$ cat src/design/aqfb_pkg.sv
package aqfb_pkg;

  // Field widths
  localparam int MANT_W    = 24;            // significand with hidden bit
  localparam int REM_W     = MANT_W + 1;    // partial remainder
  localparam int NUM_CELLS = MANT_W + 2;    // quotient bits: 24 + guard + one spare
  localparam int EXP_W     = 11;            // signed exponent difference
  localparam int INT_W     = 13;            // rounded magnitude before saturation
  localparam int VAL_W     = 12;            // signed integer after saturation
  localparam int SUM_W     = 13;            // integer plus zero point

  // Latency sums the front-end stages, the divider cells and the back-end stages
  localparam int LATENCY   = 2 + NUM_CELLS + 3;

  localparam logic [INT_W-1:0]         MAG_CAP  = INT_W'(1023);
  localparam logic signed [SUM_W-1:0]  U_MAX    = SUM_W'(255);
  localparam logic signed [SUM_W-1:0]  U_MIN    = SUM_W'(0);
  localparam logic signed [SUM_W-1:0]  S_MAX    = SUM_W'(127);
  localparam logic signed [SUM_W-1:0]  S_MIN    = -SUM_W'(128);
  localparam logic signed [EXP_W-1:0]  EXP_SAT  = EXP_W'(11);
  localparam logic signed [EXP_W-1:0]  EXP_TINY = -EXP_W'(2);
  localparam logic [7:0]               EXP_MAX  = 8'hFF;

  typedef enum logic [1:0] {
    CFG_SCALE = 2'd0,
    CFG_ZERO  = 2'd1,
    CFG_SIGN  = 2'd2
  } cfg_idx_t;

  typedef struct packed {
    logic [31:0] value_bits;
    logic        is_last;
  } in_t;

  typedef struct packed {
    logic [7:0] code_byte;
    logic       last_out;
  } out_t;

  typedef struct packed {
    logic [31:0]       scale_bits;
    logic signed [8:0] zp_offset;
    logic              signed_output;
  } cfg_t;

  // Beat traveling down the divider chain
  typedef struct packed {
    logic [REM_W-1:0]        rem;
    logic [MANT_W-1:0]       divisor;
    logic [NUM_CELLS-1:0]    quo;
    logic signed [EXP_W-1:0] exp;
    logic                    sign;
    logic                    is_nan;
    logic                    is_inf;
    logic                    is_zero;
    logic                    last;
  } div_t;

  // Leading zero count of a significand; zero input yields zero
  function automatic logic [4:0] lzc24(input logic [MANT_W-1:0] m);
    logic [4:0] n;
    n = '0;
    for (int i = 0; i < MANT_W; i++) begin
      if (m[i]) begin
        n = 5'(MANT_W - 1 - i);
      end
    end
    return n;
  endfunction

endpackage

$ cat src/design/affine_quantize_float_to_byte_top.sv
// Every beat accepted on start shows on out_valid, in the order it was taken.
// Throughput: one beat per cycle; busy stays low, so start may be held high.
// The latency is set by the 26-cell restoring divider chain, one quotient bit
// per cell, plus two unpack stages and three rounding/clamp stages.
// Reset (rst_n low, synchronous) drops all beats in flight and restores
// scale 1.0, zero point 0 and unsigned range; the receiver cannot stall.
module affine_quantize_float_to_byte_top (
  input  logic            clk,
  input  logic            rst_n,
  // element channel
  input  logic            start,
  output logic            busy,
  input  aqfb_pkg::in_t   in_item,
  // result channel
  output logic            out_valid,
  output aqfb_pkg::out_t  out_item,
  // register write channel
  input  logic            cfg_valid,
  output logic            cfg_ready,
  input  logic [1:0]      cfg_index,
  input  logic [31:0]     cfg_data
);

  // The pipeline never stalls, so both request sides are always open
  assign busy      = 1'b0;
  assign cfg_ready = 1'b1;

  logic in_fire;
  assign in_fire = start & ~busy;

  // Configuration registers
  aqfb_pkg::cfg_t cfg_r;

  always_ff @(posedge clk) begin
    if (!rst_n) begin
      cfg_r.scale_bits    <= 32'h3F80_0000;
      cfg_r.zp_offset     <= '0;
      cfg_r.signed_output <= 1'b0;
    end else if (cfg_valid && cfg_ready) begin
      case (aqfb_pkg::cfg_idx_t'(cfg_index))
        aqfb_pkg::CFG_SCALE: cfg_r.scale_bits    <= cfg_data;
        aqfb_pkg::CFG_ZERO:  cfg_r.zp_offset     <= cfg_data[8:0];
        aqfb_pkg::CFG_SIGN:  cfg_r.signed_output <= cfg_data[0];
        default: ;  // drop writes beyond the register list
      endcase
    end
  end

  // Unpack and normalize both operands
  logic           chain_v [aqfb_pkg::NUM_CELLS+1];
  aqfb_pkg::div_t chain_d [aqfb_pkg::NUM_CELLS+1];

  aqfb_unpack u_unpack (
    .clk        (clk),
    .rst_n      (rst_n),
    .in_valid   (in_fire),
    .in_item    (in_item),
    .scale_bits (cfg_r.scale_bits),
    .out_valid_r(chain_v[0]),
    .out_div_r  (chain_d[0])
  );

  // Divider chain: each cell advances its beat by one quotient bit
  for (genvar g = 0; g < aqfb_pkg::NUM_CELLS; g++) begin : g_cell
    aqfb_cell u_cell (
      .clk        (clk),
      .rst_n      (rst_n),
      .in_valid   (chain_v[g]),
      .in_div     (chain_d[g]),
      .out_valid_r(chain_v[g+1]),
      .out_div_r  (chain_d[g+1])
    );
  end

  // Round, saturate, add zero point, clamp
  aqfb_round u_round (
    .clk        (clk),
    .rst_n      (rst_n),
    .in_valid   (chain_v[aqfb_pkg::NUM_CELLS]),
    .in_div     (chain_d[aqfb_pkg::NUM_CELLS]),
    .cfg        (cfg_r),
    .out_valid_r(out_valid),
    .out_item_r (out_item)
  );

  // Every accepted beat emerges after the fixed latency
  a_lat_fwd: assert property (@(posedge clk) disable iff (!rst_n)
    in_fire |-> ##(aqfb_pkg::LATENCY) out_valid)
    else $error("accepted beat did not emerge");

  // No result without a matching accepted beat
  a_lat_back: assert property (@(posedge clk) disable iff (!rst_n)
    out_valid |-> $past(in_fire, aqfb_pkg::LATENCY))
    else $error("result without accepted beat");

  // Last mark follows its beat through the chain
  a_last: assert property (@(posedge clk) disable iff (!rst_n)
    out_valid |-> (out_item.last_out == $past(in_item.is_last, aqfb_pkg::LATENCY)))
    else $error("last mark misaligned");

  // Unsigned mode with a nonnegative zero point never produces a NaN-like wrap:
  // a zero element must map to the zero point itself
  a_zero_elem: assert property (@(posedge clk) disable iff (!rst_n)
    (out_valid && $past(in_fire && (in_item.value_bits[30:0] == '0)
                        && (cfg_r.scale_bits[30:0] != '0)
                        && (cfg_r.scale_bits[30:23] != 8'hFF)
                        && !cfg_r.signed_output && !cfg_r.zp_offset[8],
                        aqfb_pkg::LATENCY))
    |-> (out_item.code_byte == cfg_r.zp_offset[7:0]))
    else $error("zero element did not map to zero point");

endmodule

$ cat src/design/aqfb_unpack.sv
module aqfb_unpack (
  input  logic               clk,
  input  logic               rst_n,
  input  logic               in_valid,
  input  aqfb_pkg::in_t      in_item,
  input  logic [31:0]        scale_bits,
  output logic               out_valid_r,
  output aqfb_pkg::div_t     out_div_r
);

  // Stage 1: classify, expose significands, count leading zeros
  logic                          v1_r;
  logic [aqfb_pkg::MANT_W-1:0]   ma_r, mb_r;
  logic [7:0]                    ea_r, eb_r;
  logic [4:0]                    lza_r, lzb_r;
  logic                          sign_r, nan_r, inf_r, zero_r, last_r;

  logic [7:0]                    a_exp, b_exp;
  logic [22:0]                   a_frac, b_frac;
  logic                          a_nan, a_inf, a_zero, b_nan, b_inf, b_zero;
  logic [aqfb_pkg::MANT_W-1:0]   ma, mb;
  logic                          nan_c, inf_c;

  always_comb begin
    a_exp  = in_item.value_bits[30:23];
    a_frac = in_item.value_bits[22:0];
    b_exp  = scale_bits[30:23];
    b_frac = scale_bits[22:0];
    a_nan  = (a_exp == aqfb_pkg::EXP_MAX) && (a_frac != '0);
    a_inf  = (a_exp == aqfb_pkg::EXP_MAX) && (a_frac == '0);
    a_zero = (a_exp == '0) && (a_frac == '0);
    b_nan  = (b_exp == aqfb_pkg::EXP_MAX) && (b_frac != '0);
    b_inf  = (b_exp == aqfb_pkg::EXP_MAX) && (b_frac == '0);
    b_zero = (b_exp == '0) && (b_frac == '0);
    ma     = {(a_exp != '0), a_frac};
    mb     = {(b_exp != '0), b_frac};
    nan_c  = a_nan | b_nan | (a_zero & b_zero) | (a_inf & b_inf);
    inf_c  = ~nan_c & (a_inf | b_zero);
  end

  always_ff @(posedge clk) begin
    if (!rst_n) begin
      v1_r <= 1'b0;
    end else begin
      v1_r <= in_valid;
    end
    ma_r   <= ma;
    mb_r   <= mb;
    ea_r   <= (a_exp == '0) ? 8'd1 : a_exp;
    eb_r   <= (b_exp == '0) ? 8'd1 : b_exp;
    lza_r  <= aqfb_pkg::lzc24(ma);
    lzb_r  <= aqfb_pkg::lzc24(mb);
    sign_r <= in_item.value_bits[31] ^ scale_bits[31];
    nan_r  <= nan_c;
    inf_r  <= inf_c;
    zero_r <= ~nan_c & ~inf_c & (a_zero | b_inf);
    last_r <= in_item.is_last;
  end

  // Stage 2: normalize and form the exponent difference
  aqfb_pkg::div_t div_nxt;

  always_comb begin
    div_nxt.rem     = {1'b0, ma_r << lza_r};
    div_nxt.divisor = mb_r << lzb_r;
    div_nxt.quo     = '0;
    div_nxt.exp     = $signed({3'b000, ea_r}) - $signed({6'b0, lza_r})
                    - $signed({3'b000, eb_r}) + $signed({6'b0, lzb_r});
    div_nxt.sign    = sign_r;
    div_nxt.is_nan  = nan_r;
    div_nxt.is_inf  = inf_r;
    div_nxt.is_zero = zero_r;
    div_nxt.last    = last_r;
  end

  always_ff @(posedge clk) begin
    if (!rst_n) begin
      out_valid_r <= 1'b0;
    end else begin
      out_valid_r <= v1_r;
    end
    out_div_r <= div_nxt;
  end

endmodule

$ cat src/design/aqfb_cell.sv
module aqfb_cell (
  input  logic            clk,
  input  logic            rst_n,
  input  logic            in_valid,
  input  aqfb_pkg::div_t  in_div,
  output logic            out_valid_r,
  output aqfb_pkg::div_t  out_div_r
);

  // One restoring step: compare, subtract, shift in one quotient bit
  logic [aqfb_pkg::REM_W-1:0]  diff;
  logic                        ge;
  logic [aqfb_pkg::MANT_W-1:0] kept;
  aqfb_pkg::div_t              div_nxt;

  always_comb begin
    diff        = in_div.rem - {1'b0, in_div.divisor};
    ge          = in_div.rem >= {1'b0, in_div.divisor};
    kept        = ge ? diff[aqfb_pkg::MANT_W-1:0] : in_div.rem[aqfb_pkg::MANT_W-1:0];
    div_nxt     = in_div;
    div_nxt.rem = {kept, 1'b0};
    div_nxt.quo = {in_div.quo[aqfb_pkg::NUM_CELLS-2:0], ge};
  end

  always_ff @(posedge clk) begin
    if (!rst_n) begin
      out_valid_r <= 1'b0;
    end else begin
      out_valid_r <= in_valid;
    end
    out_div_r <= div_nxt;
  end

endmodule

$ cat src/design/aqfb_round.sv
module aqfb_round (
  input  logic            clk,
  input  logic            rst_n,
  input  logic            in_valid,
  input  aqfb_pkg::div_t  in_div,
  input  aqfb_pkg::cfg_t  cfg,
  output logic            out_valid_r,
  output aqfb_pkg::out_t  out_item_r
);

  // Stage A: round the quotient to a binary32 significand
  logic                           va_r;
  logic [aqfb_pkg::MANT_W:0]      sa_r;
  logic signed [aqfb_pkg::EXP_W-1:0] ea_r;
  logic                           sign_a_r, nan_a_r, inf_a_r, zero_a_r, last_a_r;

  logic [aqfb_pkg::MANT_W-1:0]    sig;
  logic                           grd, sticky, inc_a;
  logic signed [aqfb_pkg::EXP_W-1:0] e_nxt;

  always_comb begin
    if (in_div.quo[aqfb_pkg::NUM_CELLS-1]) begin
      sig    = in_div.quo[aqfb_pkg::NUM_CELLS-1:2];
      grd    = in_div.quo[1];
      sticky = in_div.quo[0] | (|in_div.rem);
      e_nxt  = in_div.exp;
    end else begin
      sig    = in_div.quo[aqfb_pkg::NUM_CELLS-2:1];
      grd    = in_div.quo[0];
      sticky = |in_div.rem;
      e_nxt  = in_div.exp - aqfb_pkg::EXP_W'(1);
    end
    inc_a = grd & (sticky | sig[0]);
  end

  always_ff @(posedge clk) begin
    if (!rst_n) begin
      va_r <= 1'b0;
    end else begin
      va_r <= in_valid;
    end
    sa_r     <= {1'b0, sig} + {{aqfb_pkg::MANT_W{1'b0}}, inc_a};
    ea_r     <= e_nxt;
    sign_a_r <= in_div.sign;
    nan_a_r  <= in_div.is_nan;
    inf_a_r  <= in_div.is_inf;
    zero_a_r <= in_div.is_zero;
    last_a_r <= in_div.last;
  end

  // Stage B: round to integer, ties to even, and saturate
  logic                              vb_r;
  logic signed [aqfb_pkg::VAL_W-1:0] rb_r;
  logic                              nan_b_r, last_b_r;

  logic [4:0]                        sh;
  logic [2*aqfb_pkg::REM_W-1:0]      full;
  logic [aqfb_pkg::INT_W-1:0]        mag, mag_sat;
  logic                              sat, tiny, inc_b;

  always_comb begin
    sat   = inf_a_r | (~zero_a_r & (ea_r >= aqfb_pkg::EXP_SAT));
    tiny  = zero_a_r | (ea_r <= aqfb_pkg::EXP_TINY);
    sh    = 5'(aqfb_pkg::EXP_W'(23) - ea_r);
    full  = {sa_r, {aqfb_pkg::REM_W{1'b0}}} >> sh;
    inc_b = full[aqfb_pkg::REM_W-1]
          & ((|full[aqfb_pkg::REM_W-2:0]) | full[aqfb_pkg::REM_W]);
    mag   = full[aqfb_pkg::REM_W+aqfb_pkg::INT_W-1:aqfb_pkg::REM_W]
          + {{(aqfb_pkg::INT_W-1){1'b0}}, inc_b};
    if (sat) begin
      mag_sat = aqfb_pkg::MAG_CAP;
    end else if (tiny) begin
      mag_sat = '0;
    end else if (mag > aqfb_pkg::MAG_CAP) begin
      mag_sat = aqfb_pkg::MAG_CAP;
    end else begin
      mag_sat = mag;
    end
  end

  always_ff @(posedge clk) begin
    if (!rst_n) begin
      vb_r <= 1'b0;
    end else begin
      vb_r <= va_r;
    end
    rb_r     <= sign_a_r ? -$signed(mag_sat[aqfb_pkg::VAL_W-1:0])
                         : $signed(mag_sat[aqfb_pkg::VAL_W-1:0]);
    nan_b_r  <= nan_a_r;
    last_b_r <= last_a_r;
  end

  // Stage C: add zero point (a NaN yields the zero point), clamp to the selected byte range
  logic signed [aqfb_pkg::SUM_W-1:0] zp, sum, lo, hi, res;
  aqfb_pkg::out_t                    item_nxt;

  always_comb begin
    zp  = aqfb_pkg::SUM_W'(cfg.zp_offset);
    sum = nan_b_r ? zp : (aqfb_pkg::SUM_W'(rb_r) + zp);
    lo  = cfg.signed_output ? aqfb_pkg::S_MIN : aqfb_pkg::U_MIN;
    hi  = cfg.signed_output ? aqfb_pkg::S_MAX : aqfb_pkg::U_MAX;
    if (sum < lo) begin
      res = lo;
    end else if (sum > hi) begin
      res = hi;
    end else begin
      res = sum;
    end
    item_nxt.code_byte = res[7:0];
    item_nxt.last_out  = last_b_r;
  end

  always_ff @(posedge clk) begin
    if (!rst_n) begin
      out_valid_r <= 1'b0;
    end else begin
      out_valid_r <= vb_r;
    end
    out_item_r <= item_nxt;
  end

endmodule
$ cat config.mk
export PLATFORM = sky130hd
export DESIGN_NAME = affine_quantize_float_to_byte_top
export DESIGN_NICKNAME = d
export VERILOG_FILES = /design/src/design/aqfb_pkg.sv /design/src/design/affine_quantize_float_to_byte_top.sv /design/src/design/aqfb_unpack.sv /design/src/design/aqfb_cell.sv /design/src/design/aqfb_round.sv
export SDC_FILE = /design/constraint.sdc
export NUM_CORES = 2
export LEC_CHECK = 0
export BUFFER_PORTS_ARGS = -buffer_cell sky130_fd_sc_hd__buf_2
export CAP_MARGIN = 20
export CORE_MARGIN = 1.5
export CORE_UTILIZATION = 50
export DETAILED_ROUTE_END_ITERATION = 12
export PLACE_DENSITY_LB_ADDON = 0.08
export SYNTH_ARGS = -nofsm -noshare
export SYNTH_HDL_FRONTEND = slang
export SYNTH_SLANG_ARGS = --single-unit
$ cat constraint.sdc
create_clock -name clk -period 4.75 [get_ports clk]
set_input_delay 0.475 -clock clk [delete_from_list [all_inputs] [get_ports clk]]
set_output_delay 0.475 -clock clk [all_outputs]
set_load 0.02 [all_outputs]
Word level (Yosys, flattened, before mapping)
Index checks and enable logic that the tools add are counted.
{ "op_classes": {"bitwise": 22, "mux": 85, "n_lt_le_gt_ge": 31, "addsub": 35, "n_shift": 3, "eq_ne": 4, "n_reduce_logical": 28} }
{ "ops": {"columns": ["op", "count"], "rows": [
  ["2-to-1 mux 24 bit", 27],
  ["greater-or-equal comparator 25 x 24 -> 1 bit", 25],
  ["subtractor 24 bit", 26],
  ["2-to-1 mux 5 bit", 16],
  ["2-to-1 mux 4 bit", 16],
  ["right shift 50 x 5 -> 38 bit", 1],
  ["2-to-1 mux 12 bit", 4],
  ["OR reduction 24 bit", 2],
  ["left shift 24 x 5 -> 24 bit", 2],
  ["logical NOT 23 bit", 2],
  ["nonzero test 23 bit", 2],
  ["OR reduction 16 bit", 2],
  ["2-to-1 mux 13 bit", 2],
  ["adder 24 x 1 -> 25 bit", 1],
  ["greater-or-equal comparator 24 bit", 1],
  ["2-to-1 mux 3 bit", 8],
  ["2-to-1 mux 8 bit", 3],
  ["== test 8 bit (second input constant)", 2],
  ["logical NOT 8 bit", 2],
  ["nonzero test 8 bit", 2],
  ["OR reduction 8 bit", 2],
  ["adder 12 x 9 -> 13 bit", 1],
  ["adder 13 x 1 -> 13 bit", 1],
  ["> comparator 13 x 10 -> 1 bit (second input constant)", 1],
  ["24 further kinds", 57]
]} }
{ "totals": {"output_inout_bits": 12, "wordCells": 539, "in_bits": 71, "ff_bits": 2271} }

Depth between registers and ports, before layout
{ "depth": {"ltp_word": 23, "depth_mapped": 22, "ltp_nobuf": 20} }

Modules after synthesis
From an unflattened synthesis, not the netlist that was laid out.
{ "unflattened": {"cells_unflattened": 10264, "area_unflattened_um2": 107830.9} }
{ "by_module_without_submodules": {"columns": ["module", "cells_each", "instances", "area_per_inst_um2", "seq_area_each_um2"], "rows": [
  ["aqfb_cell (g_cell[13].u_cell ...)", 338, 18, 3622.2, 1821.7],
  ["aqfb_cell (g_cell[0].u_cell ...)", 314, 7, 3503.4, 1821.7],
  ["aqfb_unpack", 702, 1, 6668.9, 2902.8],
  ["aqfb_round", 761, 1, 6344.8, 1341.3],
  ["aqfb_cell (g_cell[12].u_cell)", 341, 1, 3382.0, 1821.7],
  ["affine_quantize_float_to_byte_top", 178, 1, 1711.6, 840.8]
]} }

Least setup slack after synthesis
Ideal clock, no wire load.
{ "synth_timing": {"kind": "reg2reg", "startpoint": "register u_round.ea_r[0] in the netlist's numbering", "endpoint": "register u_round.rb_r[8] in the netlist's numbering", "arrival_time_ns": 4.438, "path_stages_with_launch": 19, "required_ns": 4.675, "setup_ns": 0.075, "path_buffers": 2, "period_less_slack_ns": 4.513, "path_slack_ns": 0.237, "path_cell_list": "dfxtp_1 > buf_6 > buf_4 > mux4_2 > mux4_2 > o211a_1 > ha_1 > nor3b_1 > nand4_1 > a2111oi_4 > nor3_2 > nor3_1 > or2_2 > ha_1 > nor3b_1 > a32oi_1 > nand2b_1 > mux2_4 > o22ai_2"} }
{ "synth_between": {"elab_chain_cells": 12, "word_cells_on_any_way": 17, "classes_between": "add/sub: 3; order compare: 3; shift: 1; mux: 4; bitwise: 5; reduce/logical: 1"} }
{ "synth_lines": {"columns": ["item", "line", "rtl"], "rows": [
  ["start: declaration", "aqfb_round.sv:14", "logic signed [aqfb_pkg::EXP_W-1:0] ea_r;"],
  ["start signal: assignment", "aqfb_round.sv:43", "ea_r <= e_nxt;"],
  ["subtractor 5 bit", "aqfb_round.sv:64", "sh = 5'(aqfb_pkg::EXP_W'(23) - ea_r);"],
  ["right shift 50 x 5 -> 38 bit", "aqfb_round.sv:65", "full = {sa_r, {aqfb_pkg::REM_W{1'b0}}} >> sh;"],
  ["OR reduction 24 bit", "aqfb_round.sv:67", "& ((|full[aqfb_pkg::REM_W-2:0]) | full[aqfb_pkg::REM_W]);"],
  ["OR 1 bit", "aqfb_round.sv:67", null],
  ["AND 1 bit", "aqfb_round.sv:67", null],
  ["adder 13 x 1 -> 13 bit", "aqfb_round.sv:69", "+ {{(aqfb_pkg::INT_W-1){1'b0}}, inc_b};"],
  ["> comparator 13 x 10 -> 1 bit", "aqfb_round.sv:74", "end else if (mag > aqfb_pkg::MAG_CAP) begin"],
  ["2-to-1 mux 12 bit", "aqfb_round.sv:74", null],
  ["2-to-1 mux 12 bit", "aqfb_round.sv:72", "end else if (tiny) begin"],
  ["2-to-1 mux 12 bit (*)", "aqfb_round.sv:70", "if (sat) begin"],
  ["negation 12 bit", "aqfb_round.sv:87", "rb_r <= sign_a_r ? -$signed(mag_sat[aqfb_pkg::VAL_W-1:0])"],
  ["2-to-1 mux 12 bit (*)", "aqfb_round.sv:87", null],
  ["end signal: assignment", "aqfb_round.sv:87", null],
  ["end: declaration", "aqfb_round.sv:53", "logic signed [aqfb_pkg::VAL_W-1:0] rb_r;"]
]} }
Mark *: on every way between the ends. The rest lies on a longest branch, timed or not.
A chain may end at the register's enable or synchronous reset.

Worst setup path after layout
{ "layout_timing": {"startpoint": "register u_round.ea_r[0] in the netlist's numbering", "endpoint": "register u_round.rb_r[8] in the netlist's numbering"} }
{ "layout_between": {"elab_chain_cells": 12, "word_cells_on_any_way": 17, "classes_between": "add/sub: 3; order compare: 3; shift: 1; mux: 4; bitwise: 5; reduce/logical: 1"} }
{ "layout_lines": {"columns": ["item", "line", "rtl"], "rows": [
  ["subtractor 5 bit", "aqfb_round.sv:64", null],
  ["right shift 50 x 5 -> 38 bit", "aqfb_round.sv:65", null],
  ["OR reduction 24 bit", "aqfb_round.sv:67", null],
  ["OR 1 bit", "aqfb_round.sv:67", null],
  ["AND 1 bit", "aqfb_round.sv:67", null],
  ["adder 13 x 1 -> 13 bit", "aqfb_round.sv:69", null],
  ["> comparator 13 x 10 -> 1 bit", "aqfb_round.sv:74", null],
  ["2-to-1 mux 12 bit", "aqfb_round.sv:74", null],
  ["2-to-1 mux 12 bit", "aqfb_round.sv:72", null],
  ["2-to-1 mux 12 bit (*)", "aqfb_round.sv:70", null],
  ["via u_round.mag_sat (one bit)", "aqfb_round.sv:58", "logic [aqfb_pkg::INT_W-1:0] mag, mag_sat;"],
  ["negation 12 bit (*)", "aqfb_round.sv:87", null],
  ["2-to-1 mux 12 bit (*)", "aqfb_round.sv:87", null]
]} }
The timed path passes the listed nets; every way through them passes the cells marked *.

==> run metrics <==
layout cells sized above 1=roughly a tenth; Final Cell Area=a little over 100,000 sq um; fmax=between 200 and 250 MHz; GRT Util Overall=21.8%; M1 WL=93,500 microns; H-Tree Level Count=4; worst setup margin=approximately 0.19 ns; final period utilization=between 90% and 100%; CORE AREA=around 180,000 sq um; Final min period=roughly 4.6 ns; Final Max Tran Viols=0; unrepaired setup endpoints after global routing=no; worst skew pair latency=0.85 ns; pre-CTS WS=0.179 ns; syn avg cell area=~10 sq um; via count=about 62,000; CTS Sinks=around 2,300; # nets final=10,100; Clk pin slew, worst setup/hold paths=around 0.070 ns; Pwr per Cell Area=between 700 and 800 nW/um^2; num ports=83; Yosys warnings=0; Final Hold Vio Count=0; Residual DRC=0; Final Skew=between 0.04 and 0.05 ns; Arrival @ worst endpoint=between 5 and 6 ns; GR Overflow Total=0; Post-synth EDFFs=0; worst-margin pin slew=about 0.95 ns; num rows=approximately 160; wire length on met2=97,500 microns; Syn Std Cell Area=90,900 sq um; initial DRC count=about 3,500; FF+latch count, synth=2,271; post-DR wirelength/cell=17.1 microns; placed instance count=11,400; Worst Setup End Kind=flop; Setup Viol. Count Final=0; run status=complete, no violations; antenna-violating nets left=0; Slew HR=roughly a third; hold slack=0.125 ns; startpoint types=flop; WL met3=7670 microns; Hold Path Class=input pin to flop; placed inst area=about 94,000 sq um; max_cap viols=0; WP data required=5.53 ns; die area=184,000 sq um; first-pass GRT wire length=about 320,000 microns; cell leakage power=roughly 42 nW; initial antenna violation count=2; Syn Nets=between 9,000 and 10,000; Post-Synthesis Cells=between 9,000 and 10,000; input/output buffers=80; Via density=~5.2; largest net degree at the start of global routing=74; CTS root buf=clkbuf_16; Crit Path Category=flop to flop; die extent in x=between 400 and 500 microns; number of global-route vias before repair=60,800; CTS max path bufs=3; fin util=57.2%; CTS Buf Count=between 200 and 250; dpl hpwl=~160,000 microns; TritonCTS clock tree=yes; P&R area growth vs syn=13.6%; total chip power=80.0 mW; peak supply drop=392 uV; Critical Path Fanout Max=25; sequential area share after synthesis=approximately 50%; Post-synth ARST share=0%; Die Y=around 430 microns; Initial Util=roughly half; DRT Wirelength=approximately 200,000 microns; TNS Setup=0 ns; first-pass iteration count of the detailed router=7; Layout Cells excl Fill=~12,000; GPL Wtd Cong=just under 0.9; count of cell types in the netlist=89; Synth Flop Type=dfxtp_1; top sig layer=met4
[registers in the layout (all words and copies together) (netlist names), 9 cells and up]
register and cells:
cfg_r 42, u_unpack.out_div_r 64, g_cell.u_cell.out_valid_r 26, u_unpack.ma_r 24
u_round.out_item_r 9, u_round.rb_r 12, g_cell.u_cell.out_div_r 1991, u_round.ea_r 11
u_round.sa_r 25, u_unpack.mb_r 24
[cells by family (layout without fill, tap and decap cells)]
family                     Yosys count  after routing  synth area share (%)
muxes                              459            459                  6.17
adders and majority gates          700            700                  9.91
and+or+nand+nor                   2150           2150                  11.4
other                                2              3               0.00827
xor gates and xnor gates           521            521                  5.02
AOI/OAI and AO/OA                 1909           1909                  13.0
DFF                               2271           2271                  50.0
buffers and inverters             1065           1532                  4.44
[report_power, final]
part	switching, mW	total, mW	internal (mW)
registers	2.87	27.4	24.5
logic	18.4	33.7	15.3
clock network	7.65	19.0	11.3
total	28.9	80.0	51.1
[final timing paths]
check                                              start                                     end  slack [ns]  depth (start not counted)
hold reg to reg   g_cell[7].u_cell.out_div_r[16]$_DFF_P_  g_cell[8].u_cell.out_div_r[17]$_DFF_P_        0.31                          0
setup reg to reg                 u_round.ea_r[0]$_DFF_P_                 u_round.rb_r[8]$_DFF_P_        0.19                         17
setup / recovery                 u_round.ea_r[0]$_DFF_P_                 u_round.rb_r[8]$_DFF_P_        0.19                         17
hold / removal                                 cfg_valid                   cfg_r[0]$_SDFFE_PN0P_        0.13                          4
[area by class of cell]
type	instances	area, sq um
antenna	1	2.50
inverter	869	3270
tap	2370	2970
clock buffer	289	6270
timing repair buffer	237	1850
multi-input combinational	5741	41400
sequential	2271	45500
clock inverter	137	1930
fill	15500	77400
[critical path, cell delays in order, from the launching register on]
cell and delay, ns:
dfxtp_2 0.37, buf_12 0.20, mux4_2 0.56, mux4_2 0.53
a221o_1 0.29, a22o_1 0.24, a41oi_1 0.34, a2111oi_4 0.10
or3_1 0.36, nand2_1 0.10, a21o_1 0.14, inv_1 0.05
ha_1 0.22, nor3b_1 0.14, a32oi_1 0.26, nand2b_1 0.16
mux2_4 0.30, o22ai_2 0.11
[per-layer routing]
metal  up-vias  track usage [%]
met1     28900             28.5
met4         0             6.00
met2      1121             37.6
li1      31600                -
met5         -                0
met3       294             2.92
[synthesized netlist by cell type (25+ instances only)]
cell type	n	share of area [%]
a211oi_1	67	0.55
a21boi_0	80	0.66
a21o_1	187	1.5
a21oi_1	541	3.0
a31oi_1	44	0.30
and2_1	83	0.57
and3_1	50	0.34
clkbuf_1	157	0.65
dfxtp_1	2271	50
fa_1	33	0.73
ha_1	667	9.2
inv_1	865	3.6
mux2_2	323	4.0
mux2i_1	88	0.97
mux4_2	43	1.1
nand2_1	634	2.6
nand2b_1	129	0.89
nand3_1	125	0.69
nand4_1	116	0.80
nor2_1	520	2.1
nor2b_1	145	1.0
nor3_1	163	0.90
nor4_1	51	0.35
o211ai_1	28	0.23
o21a_1	97	0.80
o21ai_0	537	3.0
o21bai_1	62	0.51
o22ai_1	25	0.17
o31ai_1	55	0.45
or3_1	44	0.30
xnor2_1	304	2.9
xor2_1	217	2.1
[timing repair]
item,in CTS,in global routing
buffers inserted,0,2
hold endpoints to repair,84,6
endpoints found under the setup margin,0,2
resized for setup,0,5
hold buffers,66,1
[cell usage in the layout, fill, tap and decap left out, types with 129 or more instances in the layout]
cell type,count
dfxtp_1,2268
inv_1,864
ha_1,667
nand2_1,634
a21oi_1,541
o21ai_0,535
nor2_1,519
mux2_2,323
xnor2_1,304
clkbuf_16,228
xor2_1,217
a21o_1,187
nor3_1,162
nor2b_1,143
nand2b_1,129
No activity file was read; power rests on OpenSTA's default activity.
